### config.mk
export PLATFORM = sky130hd
export DESIGN_NAME = serial_command_line_tokenizer_top
export DESIGN_NICKNAME = d
export VERILOG_FILES = /design/src/hw/rtl/sclt_pkg.sv /design/src/hw/rtl/sclt_parser.sv /design/src/hw/rtl/sclt_out_queue.sv /design/src/hw/rtl/serial_command_line_tokenizer_top.sv
export SDC_FILE = /design/constraint.sdc
export NUM_CORES = 1
export LEC_CHECK = 0
export ABC_AREA = 1
export BUFFER_PORTS_ARGS = -buffer_cell sky130_fd_sc_hd__buf_4
export CAP_MARGIN = 5
export CELL_PAD_IN_SITES_DETAIL_PLACEMENT = 1
export CELL_PAD_IN_SITES_GLOBAL_PLACEMENT = 2
export CORE_ASPECT_RATIO = 1.25
export CORE_MARGIN = 2
export CORE_UTILIZATION = 39
export DETAILED_ROUTE_END_ITERATION = 7
export PLACE_DENSITY = 0.95
export RECOVER_POWER = 25
export SLEW_MARGIN = 20
export SYNTH_ARGS = -nofsm -noshare
export SYNTH_HDL_FRONTEND = slang
export SYNTH_SLANG_ARGS = --single-unit
export TNS_END_PERCENT = 30
### constraint.sdc
create_clock -name clk -period 8.3 [get_ports clk]
set_clock_uncertainty 0.1 [all_clocks]
set_input_delay 1.66 -clock clk [delete_from_list [all_inputs] [get_ports clk]]
set_output_delay 1.66 -clock clk [all_outputs]
set_load 0.05 [all_outputs]
### src/hw/rtl/sclt_pkg.sv
// Package with the shared types and constants of the serial command line tokenizer.
package sclt_pkg;

  localparam int MAX_ARGS = 10;
  localparam int ARG_IDX_W = 4;
  localparam int QUEUE_DEPTH = 4;
  localparam int QUEUE_PTR_W = 2;
  localparam int QUEUE_CNT_W = 3;

  localparam logic [1:0] KIND_CODE = 2'd0;
  localparam logic [1:0] KIND_ARG  = 2'd1;
  localparam logic [1:0] KIND_END  = 2'd2;

  localparam logic [7:0] CHAR_LF       = 8'h0A;
  localparam logic [7:0] CHAR_QUESTION = 8'h3F;
  localparam logic [7:0] CHAR_SPACE    = 8'h20;
  localparam logic [7:0] CHAR_TAB      = 8'h09;
  localparam logic [7:0] CHAR_CR       = 8'h0D;
  localparam logic [7:0] CHAR_PLUS     = 8'h2B;
  localparam logic [7:0] CHAR_MINUS    = 8'h2D;
  localparam logic [7:0] CHAR_ZERO     = 8'h30;
  localparam logic [7:0] CHAR_NINE     = 8'h39;

  localparam logic [31:0] MAG_LIMIT = 32'h8000_0000;
  localparam logic [31:0] POS_MAX   = 32'h7FFF_FFFF;

  typedef struct packed {
    logic [1:0]           item_kind;
    logic [7:0]           code_char;
    logic [ARG_IDX_W-1:0] arg_slot;
    logic signed [31:0]   arg_value;
    logic                 is_request;
    logic [ARG_IDX_W-1:0] arg_total;
    logic                 too_many_args;
    logic                 last_of_run;
  } result_t;

  typedef struct packed {
    logic [1:0] n;
    result_t    r0;
    result_t    r1;
  } push_t;

  typedef struct packed {
    logic                 line_started;
    logic                 in_arguments;
    logic                 request_seen;
    logic                 arg_has_chars;
    logic                 arg_negative;
    logic                 arg_sign_or_digit_seen;
    logic                 arg_number_stopped;
    logic [31:0]          arg_accum;
    logic [ARG_IDX_W-1:0] arg_index;
    logic                 overflow_seen;
  } state_t;

endpackage

### src/hw/rtl/sclt_parser.sv
// Line parser: running state per byte and the results that each byte produces.
module sclt_parser (
  input  logic            clk,
  input  logic            rst_n,
  input  logic            in_fire,
  input  logic [7:0]      in_byte,
  output sclt_pkg::push_t push
);
  import sclt_pkg::*;

  state_t      st_r;
  state_t      st_nxt;
  logic        is_nl;
  logic        is_ws;
  logic        is_digit;
  logic        is_sign;
  logic        can_store;
  logic [31:0] arg_bits;
  logic [35:0] acc_mul;
  result_t     arg_res;
  result_t     end_res;
  push_t       push_c;

  assign is_nl    = (in_byte == CHAR_LF);
  assign is_ws    = (in_byte == CHAR_SPACE) || ((in_byte >= CHAR_TAB) && (in_byte <= CHAR_CR));
  assign is_digit = (in_byte >= CHAR_ZERO) && (in_byte <= CHAR_NINE);
  assign is_sign  = (in_byte == CHAR_PLUS) || (in_byte == CHAR_MINUS);
  assign can_store = (st_r.arg_index < ARG_IDX_W'(MAX_ARGS));

  // The magnitude never exceeds two to the power 31, so bit 31 alone marks the limit.
  assign arg_bits = st_r.arg_negative ? (32'd0 - st_r.arg_accum) :
                    (st_r.arg_accum[31] ? POS_MAX : st_r.arg_accum);

  assign acc_mul = {1'b0, st_r.arg_accum, 3'b000} + {3'b000, st_r.arg_accum, 1'b0}
                 + {32'd0, in_byte[3:0] - CHAR_ZERO[3:0]};

  always_comb begin
    arg_res           = '0;
    arg_res.item_kind = KIND_ARG;
    arg_res.arg_slot  = st_r.arg_index;
    arg_res.arg_value = arg_bits;
  end

  always_comb begin
    st_nxt = st_r;
    push_c = '0;
    end_res = '0;
    end_res.item_kind = KIND_END;
    end_res.is_request = st_r.request_seen;
    end_res.arg_total = st_r.arg_index;
    end_res.too_many_args = st_r.overflow_seen;
    end_res.last_of_run = 1'b1;
    if (in_fire) begin
      priority if (is_nl) begin
        if (st_r.line_started) begin
          if (st_r.arg_has_chars && can_store) begin
            end_res.arg_total = st_r.arg_index + 1'b1;
            push_c.r0 = arg_res;
            push_c.r1 = end_res;
            push_c.n  = 2'd2;
          end else begin
            if (st_r.arg_has_chars) begin
              end_res.too_many_args = 1'b1;
            end
            push_c.r0 = end_res;
            push_c.n  = 2'd1;
          end
          st_nxt = '0;
        end
      end else if (!st_r.line_started && (in_byte == CHAR_QUESTION)) begin
        st_nxt.line_started = 1'b1;
        st_nxt.request_seen = 1'b1;
      end else begin
        st_nxt.line_started = 1'b1;
        if (is_ws) begin
          if (!st_r.in_arguments) begin
            st_nxt.in_arguments = 1'b1;
          end else begin
            if (can_store) begin
              push_c.r0 = arg_res;
              push_c.r0.last_of_run = 1'b1;
              push_c.n  = 2'd1;
              st_nxt.arg_index = st_r.arg_index + 1'b1;
            end else begin
              st_nxt.overflow_seen = 1'b1;
            end
            st_nxt.arg_has_chars = 1'b0;
            st_nxt.arg_negative = 1'b0;
            st_nxt.arg_sign_or_digit_seen = 1'b0;
            st_nxt.arg_number_stopped = 1'b0;
            st_nxt.arg_accum = '0;
          end
        end else if (st_r.in_arguments) begin
          st_nxt.arg_has_chars = 1'b1;
          if (!st_r.arg_number_stopped) begin
            priority if (is_digit) begin
              st_nxt.arg_accum = (acc_mul > {4'd0, MAG_LIMIT}) ? MAG_LIMIT : acc_mul[31:0];
              st_nxt.arg_sign_or_digit_seen = 1'b1;
            end else if (is_sign && !st_r.arg_sign_or_digit_seen) begin
              st_nxt.arg_sign_or_digit_seen = 1'b1;
              st_nxt.arg_negative = (in_byte == CHAR_MINUS);
            end else begin
              st_nxt.arg_number_stopped = 1'b1;
            end
          end
        end else begin
          push_c.r0.item_kind = KIND_CODE;
          push_c.r0.code_char = in_byte;
          push_c.r0.last_of_run = 1'b1;
          push_c.n = 2'd1;
        end
      end
    end
  end

  assign push = push_c;

  always_ff @(posedge clk) begin
    if (!rst_n) begin
      st_r <= '0;
    end else begin
      st_r <= st_nxt;
    end
  end

  a_idx_bound: assert property (@(posedge clk) disable iff (!rst_n)
    st_r.arg_index <= ARG_IDX_W'(MAX_ARGS))
    else $error("argument index beyond limit");

  a_pair_order: assert property (@(posedge clk) disable iff (!rst_n)
    (push_c.n == 2'd2) |-> (push_c.r0.item_kind == KIND_ARG) &&
                           (push_c.r1.item_kind == KIND_END) && !push_c.r0.last_of_run)
    else $error("two results must be an argument followed by the line end");

  a_line_clear: assert property (@(posedge clk) disable iff (!rst_n)
    (in_fire && is_nl && st_r.line_started) |=> (st_r == '0))
    else $error("line state not cleared after newline");

endmodule

### src/hw/rtl/sclt_out_queue.sv
// Output queue that takes up to two results per cycle and delivers one per cycle while out_ready is high.
module sclt_out_queue (
  input  logic              clk,
  input  logic              rst_n,
  input  sclt_pkg::push_t   push,
  output logic              room,
  output logic              out_valid,
  input  logic              out_ready,
  output sclt_pkg::result_t out_res
);
  import sclt_pkg::*;

  result_t                q_r [QUEUE_DEPTH];
  logic [QUEUE_PTR_W-1:0] wr_ptr_r;
  logic [QUEUE_PTR_W-1:0] wr_ptr_nxt;
  logic [QUEUE_PTR_W-1:0] rd_ptr_r;
  logic [QUEUE_PTR_W-1:0] rd_ptr_nxt;
  logic [QUEUE_CNT_W-1:0] cnt_r;
  logic [QUEUE_CNT_W-1:0] cnt_nxt;
  logic                   pop;
  logic [QUEUE_PTR_W-1:0] wr_ptr_p1;

  assign out_valid = (cnt_r != '0);
  assign pop       = out_valid && out_ready;
  assign room      = (cnt_r <= QUEUE_CNT_W'(QUEUE_DEPTH - 2));
  assign out_res   = q_r[rd_ptr_r];
  assign wr_ptr_p1 = wr_ptr_r + 1'b1;

  assign wr_ptr_nxt = wr_ptr_r + QUEUE_PTR_W'(push.n);
  assign rd_ptr_nxt = rd_ptr_r + QUEUE_PTR_W'(pop);
  assign cnt_nxt    = cnt_r + QUEUE_CNT_W'(push.n) - QUEUE_CNT_W'(pop);

  always_ff @(posedge clk) begin
    if (push.n != 2'd0) begin
      q_r[wr_ptr_r] <= push.r0;
    end
    if (push.n == 2'd2) begin
      q_r[wr_ptr_p1] <= push.r1;
    end
  end

  always_ff @(posedge clk) begin
    if (!rst_n) begin
      wr_ptr_r <= '0;
      rd_ptr_r <= '0;
      cnt_r    <= '0;
    end else begin
      wr_ptr_r <= wr_ptr_nxt;
      rd_ptr_r <= rd_ptr_nxt;
      cnt_r    <= cnt_nxt;
    end
  end

  a_cnt_bound: assert property (@(posedge clk) disable iff (!rst_n)
    cnt_r <= QUEUE_CNT_W'(QUEUE_DEPTH))
    else $error("output queue overfilled");

  a_push_room: assert property (@(posedge clk) disable iff (!rst_n)
    (push.n != 2'd0) |-> room)
    else $error("results pushed without room");

  a_ptr_gap: assert property (@(posedge clk) disable iff (!rst_n)
    (cnt_r != QUEUE_CNT_W'(QUEUE_DEPTH)) |->
      (QUEUE_PTR_W'(wr_ptr_r - rd_ptr_r) == cnt_r[QUEUE_PTR_W-1:0]))
    else $error("queue pointers disagree with count");

endmodule

### src/hw/rtl/serial_command_line_tokenizer_top.sv
// Top level of the serial command line tokenizer.
//
//   channel  direction  ports
//   in       input      in_valid, in_ready, in_rx_byte
//   out      output     out_valid, out_ready, out_item_kind ... out_last_of_run
//
// A byte is taken in the cycle it is accepted; its results are in the output queue
// on the next cycle. One byte can be accepted every cycle while in_ready is high;
// a newline may produce two results, which leave the four-entry output queue one
// per cycle while out_ready is high.
// in_ready is high while the queue holds at most two results.
// Reset is synchronous and active low; it clears the line state and empties the queue.
module serial_command_line_tokenizer_top (
  input  logic               clk,
  input  logic               rst_n,
  input  logic               in_valid,
  output logic               in_ready,
  input  logic [7:0]         in_rx_byte,
  output logic               out_valid,
  input  logic               out_ready,
  output logic [1:0]         out_item_kind,
  output logic [7:0]         out_code_char,
  output logic [3:0]         out_arg_slot_out,
  output logic signed [31:0] out_arg_value_out,
  output logic               out_is_request,
  output logic [3:0]         out_arg_total,
  output logic               out_too_many_args,
  output logic               out_last_of_run
);
  import sclt_pkg::*;

  push_t   push;
  result_t res;
  logic    room;
  logic    in_fire;

  assign in_ready = room;
  assign in_fire  = in_valid && room;

  sclt_parser u_parser (
    .clk     (clk),
    .rst_n   (rst_n),
    .in_fire (in_fire),
    .in_byte (in_rx_byte),
    .push    (push)
  );

  sclt_out_queue u_queue (
    .clk       (clk),
    .rst_n     (rst_n),
    .push      (push),
    .room      (room),
    .out_valid (out_valid),
    .out_ready (out_ready),
    .out_res   (res)
  );

  assign out_item_kind     = res.item_kind;
  assign out_code_char     = res.code_char;
  assign out_arg_slot_out  = res.arg_slot;
  assign out_arg_value_out = res.arg_value;
  assign out_is_request    = res.is_request;
  assign out_arg_total     = res.arg_total;
  assign out_too_many_args = res.too_many_args;
  assign out_last_of_run   = res.last_of_run;

endmodule

# Yosys cells after proc, flatten, opt, wreduce, memory -nomap -nowiden
# Memory sizes are Yosys's and may differ from the RTL's. A register that Yosys moved wholly into a read port is not among the register bits.
# Index checks and enable logic that the tools add are counted.
[totals] reg_bits=51 latchBits=0 ram_bits=212 romBits=0 inputBits=12 out_inout_bits=55 word_cells=111 n_memories=1
[mem_list] memory="u_queue.q_r" depth=4 width=53 read_ports=1 rd_clocked_by_memory_dff=1 write_ports=2 line="sclt_out_queue.sv:13" source="result_t q_r [QUEUE_DEPTH];"
[op_classes] n_addsub=9 multipliers=0 div_mod_pow=0 order_cmp=7 eq_ne=11 n_shift=0 mux=42 bitwise=0 reduce_logical=28
[op_table] op="two-way mux 55 bit" n=4
[op_table] op="two-way mux 108 bit" n=2
[op_table] op="two-way mux 53 bit" n=2
[op_table] op="two-way mux 32 bit" n=3
[op_table] op="two-way mux 41 bit" n=2
[op_table] op="two-way mux 36 bit" n=2
[op_table] op="two-way mux 54 bit" n=1
[op_table] op="two-way mux 44 bit" n=1
[op_table] op="two-way mux 43 bit" n=1
[op_table] op="two-way mux 42 bit" n=1
[op_table] op="adder 35 x 33 -> 36 bit" n=1
[op_table] op="adder 36 x 4 -> 36 bit" n=1
[op_table] op="> comparator 36 x 32 -> 1 bit (second input constant)" n=1
[op_table] op="two-way mux 35 bit" n=1
[op_table] op="== test 8 x 6 -> 1 bit (second input constant)" n=4
[op_table] op="subtractor 1 x 32 -> 32 bit (first input constant)" n=1
[op_table] op="two-way mux 31 bit" n=1
[op_table] op="AND reduction 6 bit" n=4
[op_table] op="two-way mux 1 bit" n=15
[op_table] op="two-way mux 12 bit" n=1
[op_table] op="two-way mux 11 bit" n=1
[op_table] op="nonzero test 2 bit" n=5
[op_table] op="nonzero test 3 bit" n=3
[op_table] op="== test 8 x 4 -> 1 bit (second input constant)" n=1
[op_table] op="26 further kinds" n=38

# Longest topological paths before layout
[depth] word_depth=11 depth_mapped=21 ltp_nobuf=20

# By module
# A second synthesis with hierarchy kept.
[unflattened] cells_unflattened=2274 hier_area_um2=17362.9
[modules_own_cells] mod="sclt_out_queue" n_inst=1 cells_per_inst=1098 area_each_um2=10615.2 seq_area_each_um2=6506.2
[modules_own_cells] mod="sclt_parser" n_inst=1 cells_per_inst=1174 area_each_um2=6740.2 seq_area_each_um2=880.8
[modules_own_cells] mod="serial_command_line_tokenizer_top" n_inst=1 cells_per_inst=2 area_each_um2=7.5 seq_area_each_um2=0.0

# Worst setup path after synthesis
# OpenSTA, ideal clock, no wires.
[synth_timing] path_kind="input to register" startpoint="in in_rx_byte[3]" endpoint="reg u_parser.st_r[16] in the netlist's numbering" setup_ps=71 arrival_ps=4132 required_time_ps=8129 path_slack_ps=3997 cell_stages=19 n_path_buf=1 path_cell_list="fa_1 > inv_1 > fa_1 > inv_1 > nand3_1 > nand2_1 > nand3_1 > nand3_1 > nand2_1 > nand2_1 > nand2_1 > nand2_1 > nand2_1 > nor2_1 > nand2_1 > o21ai_1 > buf_2 > nand3_1 > a21oi_1"
[synth_between] elab_chain_len=9 elab_cells_between_ends=26 classes_between="add/sub: 1; order compare: 5; eq/ne: 6; mux: 7; reduce/logical: 7"
[synth_rtl] element="from (decl)" line="serial_command_line_tokenizer_top.sv:18" source="input logic [7:0] in_rx_byte,"
[synth_rtl] element="adder 36 x 4 -> 36 bit" line="sclt_parser.sv:35" source="+ {32'd0, in_byte[3:0] - CHAR_ZERO[3:0]};"
[synth_rtl] element="> comparator 36 x 32 -> 1 bit" line="sclt_parser.sv:97" source="st_nxt.arg_accum = (acc_mul > {4'd0, MAG_LIMIT}) ? MAG_LIMIT : acc_mul[31:0];"
[synth_rtl] element="two-way mux 32 bit" line="sclt_parser.sv:97"
[synth_rtl] element="two-way mux 32 bit" line="sclt_parser.sv:96" source="priority if (is_digit) begin"
[synth_rtl] element="two-way mux 35 bit" line="sclt_parser.sv:95" source="if (!st_r.arg_number_stopped) begin"
[synth_rtl] element="two-way mux 36 bit" line="sclt_parser.sv:93" source="end else if (st_r.in_arguments) begin"
[synth_rtl] element="two-way mux 36 bit" line="sclt_parser.sv:75" source="if (is_ws) begin"
[synth_rtl] element="two-way mux 41 bit" line="sclt_parser.sv:70" source="end else if (!st_r.line_started && (in_byte == CHAR_QUESTION)) begin"
[synth_rtl] element="two-way mux 44 bit" line="sclt_parser.sv:54" source="priority if (is_nl) begin"
[synth_rtl] element="to (signal assigned)" line="sclt_parser.sv:122" source="st_r <= st_nxt;"
[synth_rtl] element="to (decl)" line="sclt_parser.sv:11" source="state_t st_r;"
# Parallel ways exist; a longest one is shown, timed or not. The select of a mux whose other input is x is not followed.
# A chain may end at the register's enable or synchronous reset.

==> metrics.md <==
| Metric | Value |
|---|---|
| Multi-input gate area | `roughly 0.008 mm2` |
| Sinks on Clock Net | `263` |
| RD Place Congestion | `approximately 0.9` |
| Starting DRT DRC Count | `874` |
| Fin Hold WS | `roughly 0.35 ns` |
| Fraction of met2 tracks used by global routing | `0.4549` |
| Final Hold Vio Count | `0` |
| Leak Pwr | `~7.3 nW` |
| Number of hold buffers added after cts | `0` |
| Setup violators final | `0` |
| Number of instances in the synthesized netlist | `around 2200` |
| Number of ports placed on the die boundary | `67` |
| Area overhead of the layout relative to synthesis | `8.889%` |
| Die Area | `slightly above 0.04 mm2` |
| Final worst path period need | `5.997 ns` |
| RSZ-0062 raised after global routing | `no` |
| Maximum resistive drop on vdd | `approximately 0.16 mV` |
| Clock transition at the registers of the reported paths | `around 0.070 ns` |
| Die outline height | `223.7 um` |
| Final net count | `about 2200` |
| Mapped Nets | `approximately 2200` |
| Required time of the worst setup path | `between 8 and 9 ns` |
| Clock network latency to the later pin of the worst-skew pair | `between 0.5 and 0.6 ns` |
| Cell total after placement | `~2600` |
| I/O Buffers | `66` |
| Sequential share of the synthesized area | `0.3709` |
| Mean cell area of the mapped netlist | `approximately 7 um2` |
| Global route total overflow | `0` |
| Sequential standard cell area | `between 0.005 and 0.006 mm2` |
| PnR Total Power | `between 0.004 and 0.005 W` |
| Rel. slew slack | `-0.3471` |
| # diodes | `0` |
| Crit path DAT | `~6.3 ns` |
| Global-route wire length before repair | `just over 80000 um` |
| Post-CTS Resized | `0` |
| Starting utilization of the core area | `0.3949` |
| Detailed-routing iteration count for the pre-antenna-repair pass | `5` |
| Count of non-filler cells in the finished layout | `around 2700` |
| Via count | `approximately 15000` |
| Hold Crit Class | `flip-flop to flip-flop` |
| Global-route usage over all layers | `0.2497` |
| Number of setup buffers added after CTS | `0` |
| Antenna violations before repair | `0` |
| Final cell area excluding filler cells | `approximately 0.016 mm2` |
| Wire length after detailed routing | `51600 um` |
| Family with the most delay on the worst path | `simple AND/OR/NAND/NOR gates` |
| Violated checks | `capacitance limit, slew limit` |
| Warnings from Yosys | `0` |
| Fraction of the cycle the final worst path needs | `0.7226` |
| Largest net degree at the start of global routing | `93` |
| Maximum single-stage delay on the critical path | `1.11 ns` |
| Post-synth top area cell | `sky130_fd_sc_hd__dfxtp_1` |
| Detailed placer's ending HPWL | `36170 um` |
| Power density over cell area | `between 200 and 250 mW/mm2` |
| Post-detailed-placement cell area | `~0.016 mm2` |
| Worst setup path category | `primary input to flip-flop` |
| Post-synth top area share | `0.3071` |
| Root cell of the clock tree | `sky130_fd_sc_hd__clkbuf_16` |
| Worst-path maximum fanout | `45` |
| Vias per cell | `about 5.6` |
| Ordered list of cells on the worst path | `clkbuf_1 -> nor2_1 -> nand3_1 -> nor4_1 -> nor2_1 -> nand3_2 -> nand3_1 -> nand2_1 -> nand2_1 -> nand2_1 -> nand2_1 -> inv_4 -> nand2_1 -> o21ai_0` |
| Filler cell count | `about 4900` |
| Summed negative setup slack over all endpoints | `0 ns` |
| Grt peak-use layer | `met2` |
| Register bit total from synthesis | `263` |
| Remaining routing DRC violations | `0` |
| Maximum count of clock buffers along a single path | `3` |
| Post-Syn Area | `around 0.015 mm2` |
| Distinct cell type count of the synthesized netlist | `53` |
| Chip Width | `between 150 and 200 um` |
| Critical path launch point type | `primary input` |
| Capturing element type of the critical path | `flip-flop` |
| Count of final max-slew check failures | `75` |
| Number of CTS-inserted buffers | `24` |
| Routed Antenna Nets | `0` |
| Maximum clock rate | `~0.17 GHz` |
| Transition at the pin with the smallest max-transition slack | `a little over 2 ns` |
| Clock tree from TritonCTS | `yes` |
| Share of layout cells above drive strength 1 | `0.06526` |
| Sum of buffers and inverters on the critical path | `2` |
| Global routing met3 resource utilization | `0.01593` |
| Maximum level of the CTS H-tree | `1` |
| Top cell by count, worst path | `sky130_fd_sc_hd__nand2_1` |
| Routed length per instance | `19.34 um` |
| Number of global-route vias before repair | `around 15000` |
| Number of maximum-capacitance violations | `2` |
| GR Util met1 | `0.3158` |
| Slowest-stage cell, CP | `sky130_fd_sc_hd__nor4_1` |
| Core box area | `between 0.03 and 0.04 mm2` |
| Count of standard-cell rows | `80` |
| Run status | `finished with violations` |
| Top area cells in the synthesized netlist | `sky130_fd_sc_hd__dfxtp_1, sky130_fd_sc_hd__nand2_1, sky130_fd_sc_hd__o21ai_0` |
per-stage QoR:
step / worst slack (ns) / util
floorplan: 3.997 / -
global placement: 2.874 / 0.4118
detailed placement: 2.777 / 0.4120
CTS: 3.321 / 0.4332
global route: 1.972 / 0.4300
finish: 2.303 / 0.4300
layer usage:
metal  share of wire  vias up  routed length [um]
met3           0.035       57                1812
met2            0.50      286               25670
met5               0        -                   0
met1            0.45     7311               22970
li1                -     7158                   -
met4           0.022        0                1145
cell usage after synthesis (all sizes together):
master / n
dfxtp: 231
xor2: 9
nor4: 7
o21a: 2
a22o: 72
a41oi: 1
nand2: 570
xnor2: 3
o21ai: 216
fa: 3
nor3: 18
ha: 71
nand3b: 8
a21oi: 104
clkinv: 1
o22ai: 70
buf: 45
nand4: 19
and3: 1
or3b: 1
or3: 2
nand3: 105
clkbuf: 51
inv: 218
edfxtp: 32
o211a: 1
a211oi: 4
or2: 15
a31oi: 4
o221ai: 1
a311oi: 1
o31ai: 3
o211ai: 3
o21bai: 1
nor2: 255
and2: 3
a21boi: 1
state kept, by name, indices dropped and copies added, names as in the netlist:
register / flops
u_queue.rd_ptr_r: 2
u_queue.q_r: 212
u_parser.end_res: 1
u_parser.arg_res: 4
u_parser.st_r: 39
u_queue.wr_ptr_r: 2
u_queue.cnt_r: 3
layout by cell type (no fill, tap or decap), types with 14 or more instances in the layout:
cell type                   Yosys  routed
sky130_fd_sc_hd__nor2_1       252     253
sky130_fd_sc_hd__buf_4          5      61
sky130_fd_sc_hd__nand4_1       19      19
sky130_fd_sc_hd__o21ai_0      194     196
sky130_fd_sc_hd__dfxtp_1      231     229
sky130_fd_sc_hd__or2_2         14      14
sky130_fd_sc_hd__o22ai_1       70      70
sky130_fd_sc_hd__edfxtp_1      32      32
sky130_fd_sc_hd__a21oi_1      104     104
sky130_fd_sc_hd__nand2_1      555     566
sky130_fd_sc_hd__clkbuf_1      51      18
sky130_fd_sc_hd__a22o_1        72      72
sky130_fd_sc_hd__inv_1        208     207
sky130_fd_sc_hd__o21ai_1       22      19
sky130_fd_sc_hd__clkbuf_16      0      26
sky130_fd_sc_hd__ha_1          71      71
sky130_fd_sc_hd__nor3_1        17      17
sky130_fd_sc_hd__nand3_1      103     104
area by class of cell:
cell class                      instances  area share
Inverter                              219     0.05058
Multi-Input combinational cell       1574      0.4900
Clock inverter                          9    0.004654
Clock buffer                           35     0.04479
Timing Repair Buffer                   76     0.03159
Tap cell                              492     0.03754
Sequential cell                       263      0.3409
report_power, final:
group | leakage (nW) | internal, W | switching [W]
logic | 4.72 | 0.000338 | 0.00111
clock network | 0.409 | 0.000649 | 0.000512
registers | 2.17 | 0.00137 | 0.0000512
worst paths after layout:
kind,startpoint,to,slack (ns),depth (start not counted)
worst min-delay path,u_queue.q_r[1][20],u_queue.q_r[1][20],0.35,2
worst min register to register,u_queue.q_r[1][20],u_queue.q_r[1][20],0.35,2
worst max register to register,u_parser.st_r[43],u_queue.q_r[3][45],4.30,11
worst max-delay path,in_rx_byte[7],u_queue.q_r[3][45],2.30,14
worst min-delay path, delay by kind of cell, from the launching register on:
family	cells	cell delay, ns
flops	1	0.31
simple gates	2	0.11
kinds of logic (layout without fill, tap and decap cells):
logic type	Yosys count	in the layout	share of synthesized area
simple gates	1004	1004	0.2784
compound gates	484	484	0.1891
buf+inv	315	339	0.09172
flops	263	263	0.3709
fa+ha+maj	74	74	0.06297
xor+xnor	12	12	0.006979
(Power assumes the default switching activity.)
